<file path="src/hw/rtl/arxcrg_pkg.sv">
// shared types, constants and mixing functions for the arx counter random generator
// no dependencies
package arxcrg_pkg;

  localparam int unsigned WORD_W        = 64;
  localparam int unsigned LANES         = 8;
  localparam int unsigned SEEDS         = 4;
  localparam int unsigned HALF_STEPS    = 12;  // six rounds, two half rounds each
  localparam int unsigned IN_W          = 8;
  localparam int unsigned CFG_IDX_W     = 8;
  localparam int unsigned BLK_DEPTH_DEF = 4;
  localparam int unsigned REQ_DEPTH_DEF = 2;

  localparam logic [WORD_W-1:0] PI_LANE_A = 64'h243F_6A88_85A3_08D3;
  localparam logic [WORD_W-1:0] PI_LANE_B = 64'h1319_8A2E_0370_7344;
  localparam logic [WORD_W-1:0] CTR_INIT  = '1;

  // rotation amounts of the first and second half round
  localparam int unsigned ROT_A0 = 3;
  localparam int unsigned ROT_A1 = 12;
  localparam int unsigned ROT_A2 = 24;
  localparam int unsigned ROT_A3 = 48;
  localparam int unsigned ROT_B0 = 7;
  localparam int unsigned ROT_B1 = 17;
  localparam int unsigned ROT_B2 = 23;
  localparam int unsigned ROT_B3 = 51;

  typedef logic [WORD_W-1:0] word_t;
  typedef word_t [LANES-1:0] lanes_t;
  typedef word_t [SEEDS-1:0] seeds_t;

  typedef enum logic [CFG_IDX_W-1:0] {
    REG_SEED_0 = 8'd0,
    REG_SEED_1 = 8'd1,
    REG_SEED_2 = 8'd2,
    REG_SEED_3 = 8'd3
  } cfg_reg_e;

  // finished block leaving the mixing pipeline
  typedef struct packed {
    logic   valid;
    lanes_t words;
  } blk_t;

  // rotation by a constant amount between 1 and 63
  function automatic word_t rotl64(word_t v, int unsigned r);
    return (v << r) | (v >> (WORD_W - r));
  endfunction

  function automatic lanes_t block_input(word_t ctr, seeds_t seeds);
    lanes_t b;
    b[0] = ctr;
    b[1] = '0;
    b[2] = PI_LANE_A;
    b[3] = PI_LANE_B;
    b[4] = seeds[0];
    b[5] = seeds[1];
    b[6] = seeds[2];
    b[7] = seeds[3];
    return b;
  endfunction

  // one half round: add then xor-rotate, or xor then add-rotate
  function automatic lanes_t mix_half(lanes_t m_in, logic second);
    lanes_t m;
    m = m_in;
    if (!second) begin
      m[0] = m[0] + m[1];  m[1] = m[1] ^ rotl64(m[0], ROT_A0);
      m[2] = m[2] + m[3];  m[3] = m[3] ^ rotl64(m[2], ROT_A1);
      m[4] = m[4] + m[5];  m[5] = m[5] ^ rotl64(m[4], ROT_A2);
      m[6] = m[6] + m[7];  m[7] = m[7] ^ rotl64(m[6], ROT_A3);
    end else begin
      m[5] = m[5] ^ m[0];  m[0] = m[0] + rotl64(m[5], ROT_B0);
      m[6] = m[6] ^ m[1];  m[1] = m[1] + rotl64(m[6], ROT_B1);
      m[7] = m[7] ^ m[2];  m[2] = m[2] + rotl64(m[7], ROT_B2);
      m[4] = m[4] ^ m[3];  m[3] = m[3] + rotl64(m[4], ROT_B3);
    end
    return m;
  endfunction

endpackage

</file>
<file path="src/hw/rtl/arxcrg_front.sv">
// request front end: accepts input transfers and queues word requests
// depends on arxcrg_pkg
module arxcrg_front #(
  parameter int unsigned ReqDepth = arxcrg_pkg::REQ_DEPTH_DEF
) (
  input  logic                        clk_i,
  input  logic                        rst_ni,
  input  logic                        s_axis_tvalid_i,
  output logic                        s_axis_tready_o,
  input  logic [arxcrg_pkg::IN_W-1:0] s_axis_tdata_i,   // [0] take_word
  input  logic                        req_pop_i,
  output logic                        req_pending_o
);
  import arxcrg_pkg::*;

  localparam int unsigned CntW = $clog2(ReqDepth + 1);

  logic [CntW-1:0] cnt_q, cnt_d;
  logic            push;
  logic            take_word;

  assign take_word       = s_axis_tdata_i[0];
  assign s_axis_tready_o = (cnt_q != CntW'(ReqDepth));
  // a transfer with take_word low is consumed without a request
  assign push            = s_axis_tvalid_i & s_axis_tready_o & take_word;
  assign req_pending_o   = (cnt_q != '0);

  always_comb begin
    cnt_d = cnt_q + CntW'(push) - CntW'(req_pop_i);
  end

  always_ff @(posedge clk_i or negedge rst_ni) begin
    if (!rst_ni) begin
      cnt_q <= '0;
    end else begin
      cnt_q <= cnt_d;
    end
  end

endmodule

</file>
<file path="config.mk">
export PLATFORM = sky130hd
export DESIGN_NAME = arxcrg_front
export DESIGN_NICKNAME = d
export VERILOG_FILES = /design/src/hw/rtl/arxcrg_pkg.sv /design/src/hw/rtl/arxcrg_front.sv
export SDC_FILE = /design/constraint.sdc
export NUM_CORES = 1
export LEC_CHECK = 0
export ABC_AREA = 1
export BUFFER_PORTS_ARGS = -buffer_cell sky130_fd_sc_hd__buf_2
export CORE_AREA = 4 4 41 43
export DETAILED_ROUTE_END_ITERATION = 16
export DIE_AREA = 0 0 45 47
export HOLD_SLACK_MARGIN = 0.02
export PLACE_DENSITY = 0.33
export REMOVE_ABC_BUFFERS = 1
export SLEW_MARGIN = 0
export SYNTH_ARGS = -nofsm -noshare
export SYNTH_HDL_FRONTEND = slang
export SYNTH_SLANG_ARGS = --single-unit
</file>
<file path="constraint.sdc">
create_clock -name clk_i -period 1.5 [get_ports clk_i]
set_clock_uncertainty 0.15 [all_clocks]
set_input_delay 0.15 -clock clk_i [delete_from_list [all_inputs] [get_ports clk_i]]
set_output_delay 0.15 -clock clk_i [all_outputs]
set_load 0.02 [all_outputs]
</file>
After elaboration in Yosys (flattened, before gate mapping)
Cells that the tools add are included.
{"block": "totals", "word_cells": 7, "regBits": 2}
{"block": "classes", "n_reduce_logical": 1, "addsub": 2, "eq_ne": 1, "bitwise_logic": 2}
{"operator": "$add A2 B1 Y2", "n": 1}
{"operator": "$and A1 B1 Y1", "n": 2}
{"operator": "$ne A2 B2 Y1 const B", "n": 1}
{"operator": "$reduce_bool A2 Y1", "n": 1}
{"operator": "$sub A2 B1 Y2", "n": 1}

Depth between registers and ports, before layout
{"block": "depth", "word_depth": 5, "mapped_depth": 9, "mapped_depth_nobuf": 9}

Least setup slack after synthesis
OpenSTA, ideal clock, no wires.
{"block": "synth_timing", "path_type": "register to register", "startpoint": "reg cnt_q[1]", "endpoint": "reg cnt_q[1]", "n_path_buf": 0, "t_arrival_ns": 1.264, "slack_ns": -0.031, "path_stages_with_launch": 8, "required_time_ns": 1.234, "path_cell_list": "dfrtp_1 > nand2_1 > nand3_1 > ha_1 > inv_1 > ha_1 > nand3_1 > nand2_1"}
{"block": "synth_between", "elab_chain_cells": 5}
{"item": "start, declared", "line_no": "arxcrg_front.sv:18", "rtl": "logic [CntW-1:0] cnt_q, cnt_d;"}
{"item": "start signal, assigned", "line_no": "arxcrg_front.sv:36", "rtl": "cnt_q <= cnt_d;"}
{"item": "$ne A2 B2 Y1", "line_no": "arxcrg_front.sv:23", "rtl": "assign s_axis_tready_o = (cnt_q != CntW'(ReqDepth));"}
{"item": "via s_axis_tready_o", "line_no": "arxcrg_front.sv:9", "rtl": "output logic s_axis_tready_o,"}
{"item": "$and A1 B1 Y1 (2 in a row)", "line_no": "arxcrg_front.sv:25", "rtl": "assign push = s_axis_tvalid_i & s_axis_tready_o & take_word;"}
{"item": "$add A2 B1 Y2", "line_no": "arxcrg_front.sv:29", "rtl": "cnt_d = cnt_q + CntW'(push) - CntW'(req_pop_i);"}
{"item": "$sub A2 B1 Y2", "line_no": "arxcrg_front.sv:29"}
{"item": "via cnt_d[1]", "line_no": "arxcrg_front.sv:18"}
The timed path passes the listed nets, and every way through them passes these cells.

Worst setup path in the final report
{"block": "layout_timing", "startpoint": "reg cnt_q[0]", "endpoint": "reg cnt_q[1]"}
{"block": "layout_between", "elab_chain_cells": 5}
{"item": "$ne A2 B2 Y1", "line_no": "arxcrg_front.sv:23"}
{"item": "$and A1 B1 Y1 (2 in a row)", "line_no": "arxcrg_front.sv:25"}
{"item": "$add A2 B1 Y2 (*)", "line_no": "arxcrg_front.sv:29"}
{"item": "$sub A2 B1 Y2 (*)", "line_no": "arxcrg_front.sv:29"}
{"item": "via cnt_d[1]", "line_no": "arxcrg_front.sv:18"}
The timed path passes the listed nets; every way through them passes the cells marked *.

==> results.json <==
{
  "clockBufferDepth": 2,
  "clock.fmax_mhz": 697.7,
  "gp_congestion": 0.6000,
  "synth.avg_cell_area_um2": 7.368,
  "syn-cell-area_um2": 132.6,
  "drt_iter0_drc": 0,
  "critPathArrivalTime_ps": 1390,
  "numCtsBuffers": 3,
  "grtUsageTotal_pct": 3.241,
  "ys_seq_elements": 2,
  "antenna_found_initial": 0,
  "cp-start-kind": "flip-flop",
  "yosys-top-cells-area": "dfrtp_1 38%, ha_1 19%, nand2_1 17%",
  "hold_path_class": "in2async",
  "grt_use_met2_pct": 2.542,
  "finalCritPeriodShare_pct": 95.55,
  "placed_cells": 39,
  "worst_pin_slew_ps": 99.56,
  "crit_path_end": "cnt_q[1]",
  "maxCapViolCount": 0,
  "core_mm2": 0.001301,
  "hold_viol": 0,
  "firstDrtPassIters": 1,
  "slew_headroom_pct": 93.36,
  "ios": 14,
  "setup_viol": 0,
  "worst_slack_ps": 66.78,
  "port-buffer-count": 6,
  "power_mw": 0.4549,
  "yosysTopAreaCell": "dfrtp_1",
  "grt_first_pass_wirelength_um": 420,
  "via_per_inst": 3.089,
  "p_leak_nw": 0.1321,
  "met1_usage_pct": 3.872,
  "reg2reg_setup_slack_ps": 70,
  "period_needed_ps": 1433,
  "largestRegisters": "cnt_q: 2 flops",
  "largest_register_ffs": 2,
  "worstPathRequired_ps": 1460,
  "wl_per_cell_um": 6.622,
  "ys_warn_count": 0,
  "peakVddDrop_v": 0.0006199,
  "drt-total-wl_um": 298,
  "vias": 139,
  "row_count": 13,
  "r2r-end": "cnt_q[1]",
  "startpoint": "cnt_q[0]",
  "drv_slew": 0,
  "clockRootBuffer": "clkbuf_4",
  "clkPwrFrac_pct": 26.0,
  "fin_cells": 45,
  "status": "finished clean",
  "cts_max_level": 1,
  "finish.utilization_pct": 18.37,
  "layout-area-overhead-vs-synth_pct": 80.19,
  "grt_setup_unrepaired": "true",
  "design_area_um2": 239.0,
  "n_antenna_cell": 0,
  "ys_seq_area_share_pct": 37.74,
  "yosys.area.top_type_share_pct": 37.74,
  "dpl_worst_slack_ps": 20.30,
  "fillers": 151,
  "seqPwrFrac_pct": 22.4,
  "die_area_mm2": 0.002115,
  "drtAntennaViolNets": 0,
  "use_met3_pct": 3.448,
  "dpl_cell_area_um2": 181.4,
  "end_kind": "flip-flop",
  "switchingPower_mw": 0.1786,
  "reg2reg_from": "cnt_q[0]",
  "die_w_um": 45,
  "clk_latency_ps": 220,
  "synth_cell_types": 7,
  "rr_worst_depth": 9,
  "drc": 0,
  "largest_register": "cnt_q",
  "hold_ws_ps": 85.17,
  "fin_nets": 46,
  "p_int_mw": 0.2764,
  "die-height_um": 47,
  "busiest_layer": "met1",
  "path_clk_slew_ps": 30,
  "finalSetupTns_ps": 0,
  "powerDensity_mw_per_mm2": 1904,
  "drive_gt1_share_pct": 60.00,
  "p_comb_share_pct": 51.6,
  "synth_cells": 18,
  "grt_pass1_vias": 116,
  "switching_share_pct": 39.25,
  "path_max_fanout": 2,
  "layout_common_cells": "6 x buf_2, 5 x nand2_1, 3 x inv_2, 3 x clkbuf_4",
  "grt_max_degree": 4,
  "tritoncts": "done",
  "clock-sinks": 2,
  "mostFrequentLayoutCell": "buf_2",
  "dp_hpwl_um": 228.5,
  "initial_utilization_pct": 10.19,
  "crit_type": "reg2reg",
  "gr-total-overflow": 0
}
==> what timing repair did <==
item,4_1_cts,5_1_grt
endpoints found under the hold margin,2,0
buffers inserted,0,2
gates resized for setup,0,5
setup endpoints to repair,0,1
hold buffers,1,0
==> worst min path at each step <==
stage | from | endpoint | cells after the start
floorplan | rst_ni | cnt_q[0] | 0
global placement | rst_ni | cnt_q[0] | 1
global route | rst_ni | cnt_q[0] | 2
CTS | rst_ni | cnt_q[1] | 2
finish | rst_ni | cnt_q[1] | 2
detailed placement | rst_ni | cnt_q[0] | 1
==> power by group through the flow <==
stage / combinational [mW] / clock, mW / sequential [mW]
after floorplan: 0.126 / 0 / 0.0995
after global placement: 0.176 / 0 / 0.104
after detailed placement: 0.179 / 0 / 0.104
after CTS: 0.181 / 0.128 / 0.103
after global routing: 0.261 / 0.133 / 0.106
final: 0.235 / 0.118 / 0.102
==> kinds of logic (layout without fill, tap and decap cells) <==
family | count (synthesis) | in the layout | synth area share, %
DFF | 2 | 2 | 37.74
buffers and inverters | 5 | 17 | 14.14
and+or+nand+nor | 9 | 9 | 29.25
adders and majority gates | 2 | 2 | 18.86
==> worst max-delay path: stages, from the launching register on <==
cell and delay (ps):
dfrtp_1 350, inv_2 50, nand2_2 60, nand3_2 70, ha_1 280, inv_1 60
ha_2 180, inv_2 30, nand2_1 40, nand2_1 50
==> final cells by class <==
class | count | area (um2) | share of cell area [%]
inverter | 5 | 18.77 | 7.853
tap | 15 | 18.77 | 7.853
sequential | 2 | 50.05 | 20.94
clock buffer | 3 | 22.52 | 9.424
timing repair buffer | 9 | 55.05 | 23.04
multi-input combinational | 11 | 73.82 | 30.89
==> synthesized netlist by cell type <==
| cell | instances |
|---|---|
| dfrtp_1 | 2 |
| ha_1 | 2 |
| inv_1 | 4 |
| inv_2 | 1 |
| nand2_1 | 6 |
| nand2_2 | 1 |
| nand3_1 | 2 |
==> routing by layer <==
metal,part of all wire [%],up-vias
met3,14,0
li1,-,77
met1,49,55
met4,0,0
met5,0,-
met2,37,7
Note: power is estimated with default switching activity, not from simulation.
