$ cat config.mk
export PLATFORM = sky130hd
export DESIGN_NAME = arxcrg_back
export DESIGN_NICKNAME = d
export VERILOG_FILES = /design/src/hw/rtl/arxcrg_pkg.sv /design/src/hw/rtl/arxcrg_back.sv
export SDC_FILE = /design/constraint.sdc
export NUM_CORES = 2
export LEC_CHECK = 0
export BUFFER_PORTS_ARGS = -buffer_cell sky130_fd_sc_hd__buf_2
export CORE_MARGIN = 5
export CORE_UTILIZATION = 50
export DETAILED_ROUTE_END_ITERATION = 8
export GPL_ROUTABILITY_DRIVEN = 0
export MAX_ROUTING_LAYER = met4
export PLACE_DENSITY = 0.68
export SLEW_MARGIN = 20
export SYNTH_ARGS = -nofsm -noshare
export SYNTH_HDL_FRONTEND = slang
export SYNTH_SLANG_ARGS = --single-unit
$ cat constraint.sdc
create_clock -name clk_i -period 27.1 [get_ports clk_i]
set_clock_uncertainty 0.1 [all_clocks]
set_input_delay 2.71 -clock clk_i [delete_from_list [all_inputs] [get_ports clk_i]]
set_output_delay 2.71 -clock clk_i [all_outputs]
set_load 0.05 [all_outputs]
$ cat src/hw/rtl/arxcrg_pkg.sv
// shared types, constants and mixing functions for the arx counter random generator
// no dependencies
package arxcrg_pkg;

  localparam int unsigned WORD_W        = 64;
  localparam int unsigned LANES         = 8;
  localparam int unsigned SEEDS         = 4;
  localparam int unsigned HALF_STEPS    = 12;  // six rounds, two half rounds each
  localparam int unsigned IN_W          = 8;
  localparam int unsigned CFG_IDX_W     = 8;
  localparam int unsigned BLK_DEPTH_DEF = 4;
  localparam int unsigned REQ_DEPTH_DEF = 2;

  localparam logic [WORD_W-1:0] PI_LANE_A = 64'h243F_6A88_85A3_08D3;
  localparam logic [WORD_W-1:0] PI_LANE_B = 64'h1319_8A2E_0370_7344;
  localparam logic [WORD_W-1:0] CTR_INIT  = '1;

  // rotation amounts of the first and second half round
  localparam int unsigned ROT_A0 = 3;
  localparam int unsigned ROT_A1 = 12;
  localparam int unsigned ROT_A2 = 24;
  localparam int unsigned ROT_A3 = 48;
  localparam int unsigned ROT_B0 = 7;
  localparam int unsigned ROT_B1 = 17;
  localparam int unsigned ROT_B2 = 23;
  localparam int unsigned ROT_B3 = 51;

  typedef logic [WORD_W-1:0] word_t;
  typedef word_t [LANES-1:0] lanes_t;
  typedef word_t [SEEDS-1:0] seeds_t;

  typedef enum logic [CFG_IDX_W-1:0] {
    REG_SEED_0 = 8'd0,
    REG_SEED_1 = 8'd1,
    REG_SEED_2 = 8'd2,
    REG_SEED_3 = 8'd3
  } cfg_reg_e;

  // finished block leaving the mixing pipeline
  typedef struct packed {
    logic   valid;
    lanes_t words;
  } blk_t;

  // rotation by a constant amount between 1 and 63
  function automatic word_t rotl64(word_t v, int unsigned r);
    return (v << r) | (v >> (WORD_W - r));
  endfunction

  function automatic lanes_t block_input(word_t ctr, seeds_t seeds);
    lanes_t b;
    b[0] = ctr;
    b[1] = '0;
    b[2] = PI_LANE_A;
    b[3] = PI_LANE_B;
    b[4] = seeds[0];
    b[5] = seeds[1];
    b[6] = seeds[2];
    b[7] = seeds[3];
    return b;
  endfunction

  // one half round: add then xor-rotate, or xor then add-rotate
  function automatic lanes_t mix_half(lanes_t m_in, logic second);
    lanes_t m;
    m = m_in;
    if (!second) begin
      m[0] = m[0] + m[1];  m[1] = m[1] ^ rotl64(m[0], ROT_A0);
      m[2] = m[2] + m[3];  m[3] = m[3] ^ rotl64(m[2], ROT_A1);
      m[4] = m[4] + m[5];  m[5] = m[5] ^ rotl64(m[4], ROT_A2);
      m[6] = m[6] + m[7];  m[7] = m[7] ^ rotl64(m[6], ROT_A3);
    end else begin
      m[5] = m[5] ^ m[0];  m[0] = m[0] + rotl64(m[5], ROT_B0);
      m[6] = m[6] ^ m[1];  m[1] = m[1] + rotl64(m[6], ROT_B1);
      m[7] = m[7] ^ m[2];  m[2] = m[2] + rotl64(m[7], ROT_B2);
      m[4] = m[4] ^ m[3];  m[3] = m[3] + rotl64(m[4], ROT_B3);
    end
    return m;
  endfunction

endpackage

$ cat src/hw/rtl/arxcrg_back.sv
// word back end: block buffer, lane sequencing and the output register
// depends on arxcrg_pkg
module arxcrg_back #(
  parameter int unsigned BlkDepth = arxcrg_pkg::BLK_DEPTH_DEF
) (
  input  logic              clk_i,
  input  logic              rst_ni,
  input  logic              flush_i,
  input  arxcrg_pkg::blk_t  blk_i,
  input  logic              req_pending_i,
  output logic              req_pop_o,
  output logic              free_o,
  output logic              m_axis_tvalid_o,
  input  logic              m_axis_tready_i,
  output arxcrg_pkg::word_t m_axis_tdata_o    // [63:0] random_word
);
  import arxcrg_pkg::*;

  localparam int unsigned PtrW  = $clog2(BlkDepth);
  localparam int unsigned CntW  = $clog2(BlkDepth + 1);
  localparam int unsigned LaneW = $clog2(LANES);

  lanes_t           mem_q [BlkDepth];
  logic [PtrW-1:0]  wr_ptr_q, wr_ptr_d, rd_ptr_q, rd_ptr_d;
  logic [CntW-1:0]  cnt_q, cnt_d;
  logic [LaneW-1:0] lane_q, lane_d;
  logic             out_valid_q, out_valid_d;
  word_t            out_data_q;
  logic             wr, pop, last_lane;

  assign wr        = blk_i.valid & ~flush_i;
  assign pop       = req_pending_i & (cnt_q != '0) & (~out_valid_q | m_axis_tready_i);
  assign last_lane = (lane_q == LaneW'(LANES - 1));
  assign req_pop_o = pop;
  assign free_o    = pop & last_lane;

  always_comb begin
    wr_ptr_d    = wr_ptr_q;
    rd_ptr_d    = rd_ptr_q;
    lane_d      = lane_q;
    cnt_d       = cnt_q + CntW'(wr) - CntW'(free_o);
    out_valid_d = pop | (out_valid_q & ~m_axis_tready_i);
    if (wr) begin
      wr_ptr_d = (wr_ptr_q == PtrW'(BlkDepth - 1)) ? '0 : wr_ptr_q + PtrW'(1);
    end
    if (pop) begin
      lane_d = lane_q + LaneW'(1);
      if (last_lane) begin
        rd_ptr_d = (rd_ptr_q == PtrW'(BlkDepth - 1)) ? '0 : rd_ptr_q + PtrW'(1);
      end
    end
    if (flush_i) begin
      wr_ptr_d = '0;
      rd_ptr_d = '0;
      lane_d   = '0;
      cnt_d    = '0;
    end
  end

  always_ff @(posedge clk_i or negedge rst_ni) begin
    if (!rst_ni) begin
      wr_ptr_q    <= '0;
      rd_ptr_q    <= '0;
      lane_q      <= '0;
      cnt_q       <= '0;
      out_valid_q <= 1'b0;
    end else begin
      wr_ptr_q    <= wr_ptr_d;
      rd_ptr_q    <= rd_ptr_d;
      lane_q      <= lane_d;
      cnt_q       <= cnt_d;
      out_valid_q <= out_valid_d;
    end
  end

  always_ff @(posedge clk_i) begin
    if (wr) begin
      mem_q[wr_ptr_q] <= blk_i.words;
    end
  end

  always_ff @(posedge clk_i) begin
    if (pop) begin
      out_data_q <= mem_q[rd_ptr_q][lane_q];
    end
  end

  assign m_axis_tvalid_o = out_valid_q;
  assign m_axis_tdata_o  = out_data_q;

endmodule

== Yosys cells after proc, flatten, opt, wreduce, memory -nomap -nowiden ==
Memory sizes are Yosys's and may differ from the RTL's.
Cells that the tools add are included.
Widths: inputs -> output; s select.

* Register bits: 75
* Memory bits (writable): 2048
* Input bits: 518
* Output and inout port bits: 67
* Word-level logic and storage cells: 45
* Memories kept: 1

* Add/subtract/negate cells: 5
* Order comparisons: 1
* Equality and inequality tests: 3
* Multiplexer cells: 14
* Bitwise logic cells: 10
* Reduce and logical (&&, ||, !) cells: 5

{| class="wikitable"
|+ Memories
! memory !! depth !! bits a word !! rd ports !! clocked after memory_dff !! wr ports !! line !! source
|-
| mem_q || 4 || 512 || 1 || 0 || 1 || arxcrg_back.sv:23 || <nowiki>lanes_t mem_q [BlkDepth];</nowiki>
|}

{| class="wikitable"
|+ Operators by type and width
! operator !! number
|-
| $bmux 64 s3 || 1
|-
| $mux 64 || 1
|-
| $mux 2 || 7
|-
| $mux 3 || 3
|-
| $reduce_bool 2->1 || 3
|-
| $and 1x1->1 || 5
|-
| $add 2x1->2 const B || 2
|-
| $eq 2x2->1 const B || 2
|-
| $lt 3x4->1 const B || 1
|-
| $add 3x1->3 || 1
|-
| $add 3x1->3 const B || 1
|-
| $eq 3x3->1 const B || 1
|-
| $not 1->1 || 3
|-
| $reduce_bool 3->1 || 1
|-
| $sub 3x1->3 || 1
|-
| $mux 1 || 2
|-
| $or 1x1->1 || 2
|-
| $reduce_and 2->1 || 1
|}

== Longest topological paths before layout ==
* Depth after elaboration: 6
* Depth in mapped cells: 12
* Depth with buffers taken out: 12

== Worst setup path before layout ==
Ideal clock, no wire load.

* Path type: in2reg
* From: input port blk_i[512] (netlist name)
* To: memory mem_q[0][0] (netlist name), enable pin
* Library setup time: 0.944 ns
* Arrival time: 14.528 ns
* Data required time: 26.056 ns
* Path slack: 11.528 ns
* Stages: 2
* Buffers on the path: 0
* Cell sequence: nor2b_1 and2_1

* Longest elaborated chain between the ends: 3

{| class="wikitable"
|+ RTL lines
! what !! line !! source
|-
| start, declared || arxcrg_back.sv:9 || <nowiki>input arxcrg_pkg::blk_t blk_i,</nowiki>
|-
| $and 1x1->1 || arxcrg_back.sv:31 || <nowiki>assign wr = blk_i.valid & ~flush_i;</nowiki>
|-
| $mux 1 || arxcrg_back.sv:77 || <nowiki>if (wr) begin</nowiki>
|-
| $mux 1 (implied by the code) || arxcrg_back.sv:78 || <nowiki>mem_q[wr_ptr_q] <= blk_i.words;</nowiki>
|-
| end, declared || arxcrg_back.sv:23 ||
|}

No other way between the ends.

== Worst setup path in the final report ==
* From: input port flush_i
* To: memory mem_q[2][92] (netlist name), enable pin

* Longest elaborated chain between the ends: 4

{| class="wikitable"
|+ RTL lines
! what !! line !! source
|-
| start, declared || arxcrg_back.sv:8 || <nowiki>input logic flush_i,</nowiki>
|-
| $not 1->1 || arxcrg_back.sv:31 ||
|-
| $and 1x1->1 || arxcrg_back.sv:31 ||
|-
| $mux 1 || arxcrg_back.sv:77 ||
|-
| $mux 1 (implied by the code) || arxcrg_back.sv:78 ||
|}

No other way between the ends.

==> flow_metrics.py <==
metrics = {
    "global_routing": {
        "antenna_found_initial": 140,
        "grt_pass1_vias": 38130,
        "grt_pass1_wl_um": 264400,
        "grt_max_degree": 148,
        "grt_overflow_total": 0,
        "grt_usage": 0.2254,
    },
    "cells_and_area": {
        "fin_nets": 4436,
        "drive_gt1_frac": 0.3513,
        "fill_cells": 11220,
        "final_util": 0.5789,
        "area_delta_synth_final_pct": 14.86,
        "final_area_um2": 90640,
    },
    "clock_network": {
        "clk_latency_ns": 0.81,
        "post_cts_buffers": 0,
        "postCtsHoldBufs": 0,
        "cts_sinks": 2123,
        "cts_tree": "done",
        "clockRootBuffer": "clkbuf_16",
        "cts_made_buffers": 204,
        "cts.htree.levels": 4,
        "clk_pin_slew_ns": 0.06,
        "cts_buffer_depth": 3,
        "post_cts_resized": 0,
    },
    "status": {
        "run_status": "finished clean",
    },
    "logic_synthesis": {
        "ys_ff_latch": 2123,
        "yosysWarnings": 0,
        "syn_area_um2": 78910,
        "synth-edff-count": 2112,
        "synth_ff_type": "edfxtp_1",
        "syn_area_per_cell_um2": 24.48,
        "synthCells": 3224,
        "synth_fp_nets": 3752,
        "seq_area_frac_synth": 0.8072,
        "async_flop_share": 0.005181,
        "ys_types": 40,
    },
    "floorplanning": {
        "start_util": 0.5040,
        "row_count": 145,
        "ios": 585,
        "core_um2": 156600,
        "die-width_um": 407.3,
        "die_y_um": 407.3,
        "die-area_um2": 165900,
    },
    "power": {
        "pwr-share-comb": 0.046,
        "irDropWorstVdd_v": 0.00005820,
        "p_total_w": 0.006744,
        "power.density_nw_per_um2": 74.41,
        "p_seq_frac": 0.554,
        "power.switching_w": 0.001383,
        "p_int_w": 0.005361,
        "swShare": 0.2050,
        "leakagePower_nw": 28.46,
        "power_frac_clock": 0.400,
    },
    "routing": {
        "vias_per_cell": 5.874,
        "vias": 36720,
        "avgRoutedWirePerCell_um": 29.30,
        "drcViolationCount": 0,
        "initialDrtViolationCount": 3986,
        "wl_um": 183100,
        "drtPass1Iterations": 5,
        "antenna_left": 0,
    },
    "worst_setup_path": {
        "slowest_delay_ns": 0.89,
        "slowest_stage": "buf_4",
        "path_cells": "buf_2, nor2b_1, and2_4, buf_4, buf_4, buf_4, buf_4, buf_4",
        "required_ns": 27.43,
        "cp_num_buf_inv": 6,
        "cp_max_fo": 68,
        "path_delay_family": "buffers and inverters",
        "cp.arrival_ns": 7.62,
        "path_common_cell": "buf_4",
        "critical_path_class": "input pin to register",
        "critPathLaunchType": "input pin",
        "critPathCaptureType": "register",
    },
    "worst_hold_path": {
        "hold_path_class": "register to register",
    },
    "timing": {
        "slew_headroom": 0.2123,
        "period_needed_ns": 7.293,
        "hold_violations": 0,
        "maxSlewViolCount": 0,
        "max_freq_mhz": 137.1,
        "setup_slack_ns": 19.81,
        "tns_ns": 0,
        "rsz0062_at_grt": "false",
        "tightest_slew_ns": 1.177,
        "fin_crit_sh": 0.2691,
        "setup_viol": 0,
    },
    "placement": {
        "portBuffers": 584,
        "post-place-ws_ns": 18.87,
        "hpwl_um": 111200,
        "placed_area_um2": 83950,
    },
    "flow_run": {
        "max_cap_viol_count": 0,
    },
}
worst min-delay path: stages, from the launching register on:
cell and delay (ns):
dfrtp_1 0.35, nand2b_1 0.09, nand2_1 0.07
area by class of cell:
cell class                      instances  area (µm²)  area share
Tap cell                             2058        2575     0.02841
Inverter                                7       26.28   0.0002899
Antenna cell                          119       297.8    0.003285
Multi-Input combinational cell        923       14180      0.1564
Timing Repair Buffer                  649        3493     0.03854
Sequential cell                      2123       63710      0.7029
Clock inverter                        104       953.4     0.01052
Clock buffer                          268        5409     0.05968
final timing paths:
kind / start / end / slack (ns) / depth (start not counted)
setup reg to reg: wr_ptr_q[0]$_DFFE_PN0P_ / mem_q[2][92]$_DFFE_PP_ / 21.57 / 8
setup / recovery: flush_i / mem_q[2][92]$_DFFE_PP_ / 19.81 / 8
min in group asynchronous: rst_ni / m_axis_tvalid_o$_DFF_PN0_ / 1.67 / 1
max in group asynchronous: rst_ni / lane_q[0]$_DFFE_PN0P_ / 24.98 / 1
hold / removal: m_axis_tvalid_o$_DFF_PN0_ / m_axis_tvalid_o$_DFF_PN0_ / 0.45 / 2
hold reg to reg: m_axis_tvalid_o$_DFF_PN0_ / m_axis_tvalid_o$_DFF_PN0_ / 0.45 / 2
Yosys cell counts (all sizes together), types with 9 or more instances:
| library cell | number | area [µm²] |
|---|---|---|
| mux4 | 505 | 11380 |
| dfrtp | 11 | 275.3 |
| nor4 | 62 | 387.9 |
| nor2b | 9 | 56.30 |
| buf | 148 | 1006 |
| edfxtp | 2112 | 63420 |
| nand2 | 12 | 50.05 |
| mux2i | 16 | 160.2 |
| nor2 | 13 | 48.80 |
| ha | 9 | 112.6 |
| o22ai | 250 | 1564 |
| clkbuf | 23 | 90.08 |
sequential cells by signal, summed over array words and instances (netlist names):
signal and count:
cnt_q 3, lane_q 3, m_axis_tdata_o 64, m_axis_tvalid_o 1
mem_q 2048, rd_ptr_q 2, wr_ptr_q 2
metrics by stage:
stage | hold WS, ns | instances
after floorplan | 0.4097 | 3224
after global placement | 0.4459 | 5759
after detailed placement | 0.4309 | 5759
after CTS | 0.4608 | 6131
after global routing | 0.4943 | 6238
final | 0.4537 | 6251
per-layer routing:
metal	GRT usage	wire [µm]	part of all wire
met5	-	0	0
met4	0.07426	4394	0.024
met3	0.07378	16830	0.092
met2	0.3554	92630	0.51
met1	0.2799	69290	0.38
logic make-up after synthesis:
| kind of cell | Yosys count | share of synthesized area |
|---|---|---|
| mux | 523 | 0.1465 |
| simple gates | 129 | 0.009529 |
| xor+xnor | 3 | 0.0003330 |
| buf+inv | 178 | 0.01422 |
| flops | 2123 | 0.8072 |
| compound gates | 258 | 0.02050 |
| fa+ha+maj | 10 | 0.001681 |
cell usage in the layout, fill, tap and decap left out, drive strengths merged, types with 12 or more instances in the layout:
cell	n
diode	119
nor2	13
nor4	62
clkbuf	268
mux4	505
edfxtp	2112
nand2	12
bufinv	14
mux2i	16
o22ai	250
clkinv	82
buf	649
power groups by stage:
stage                     Clock, W  Sequential, W  Combinational, W
after floorplan                  0        0.00387          0.000149
after global placement           0        0.00380          0.000306
after detailed placement         0        0.00381          0.000313
after CTS                  0.00275        0.00374          0.000314
after global routing       0.00290        0.00374          0.000331
final                      0.00270        0.00374          0.000309
Note: power is estimated with default switching activity, not from simulation.
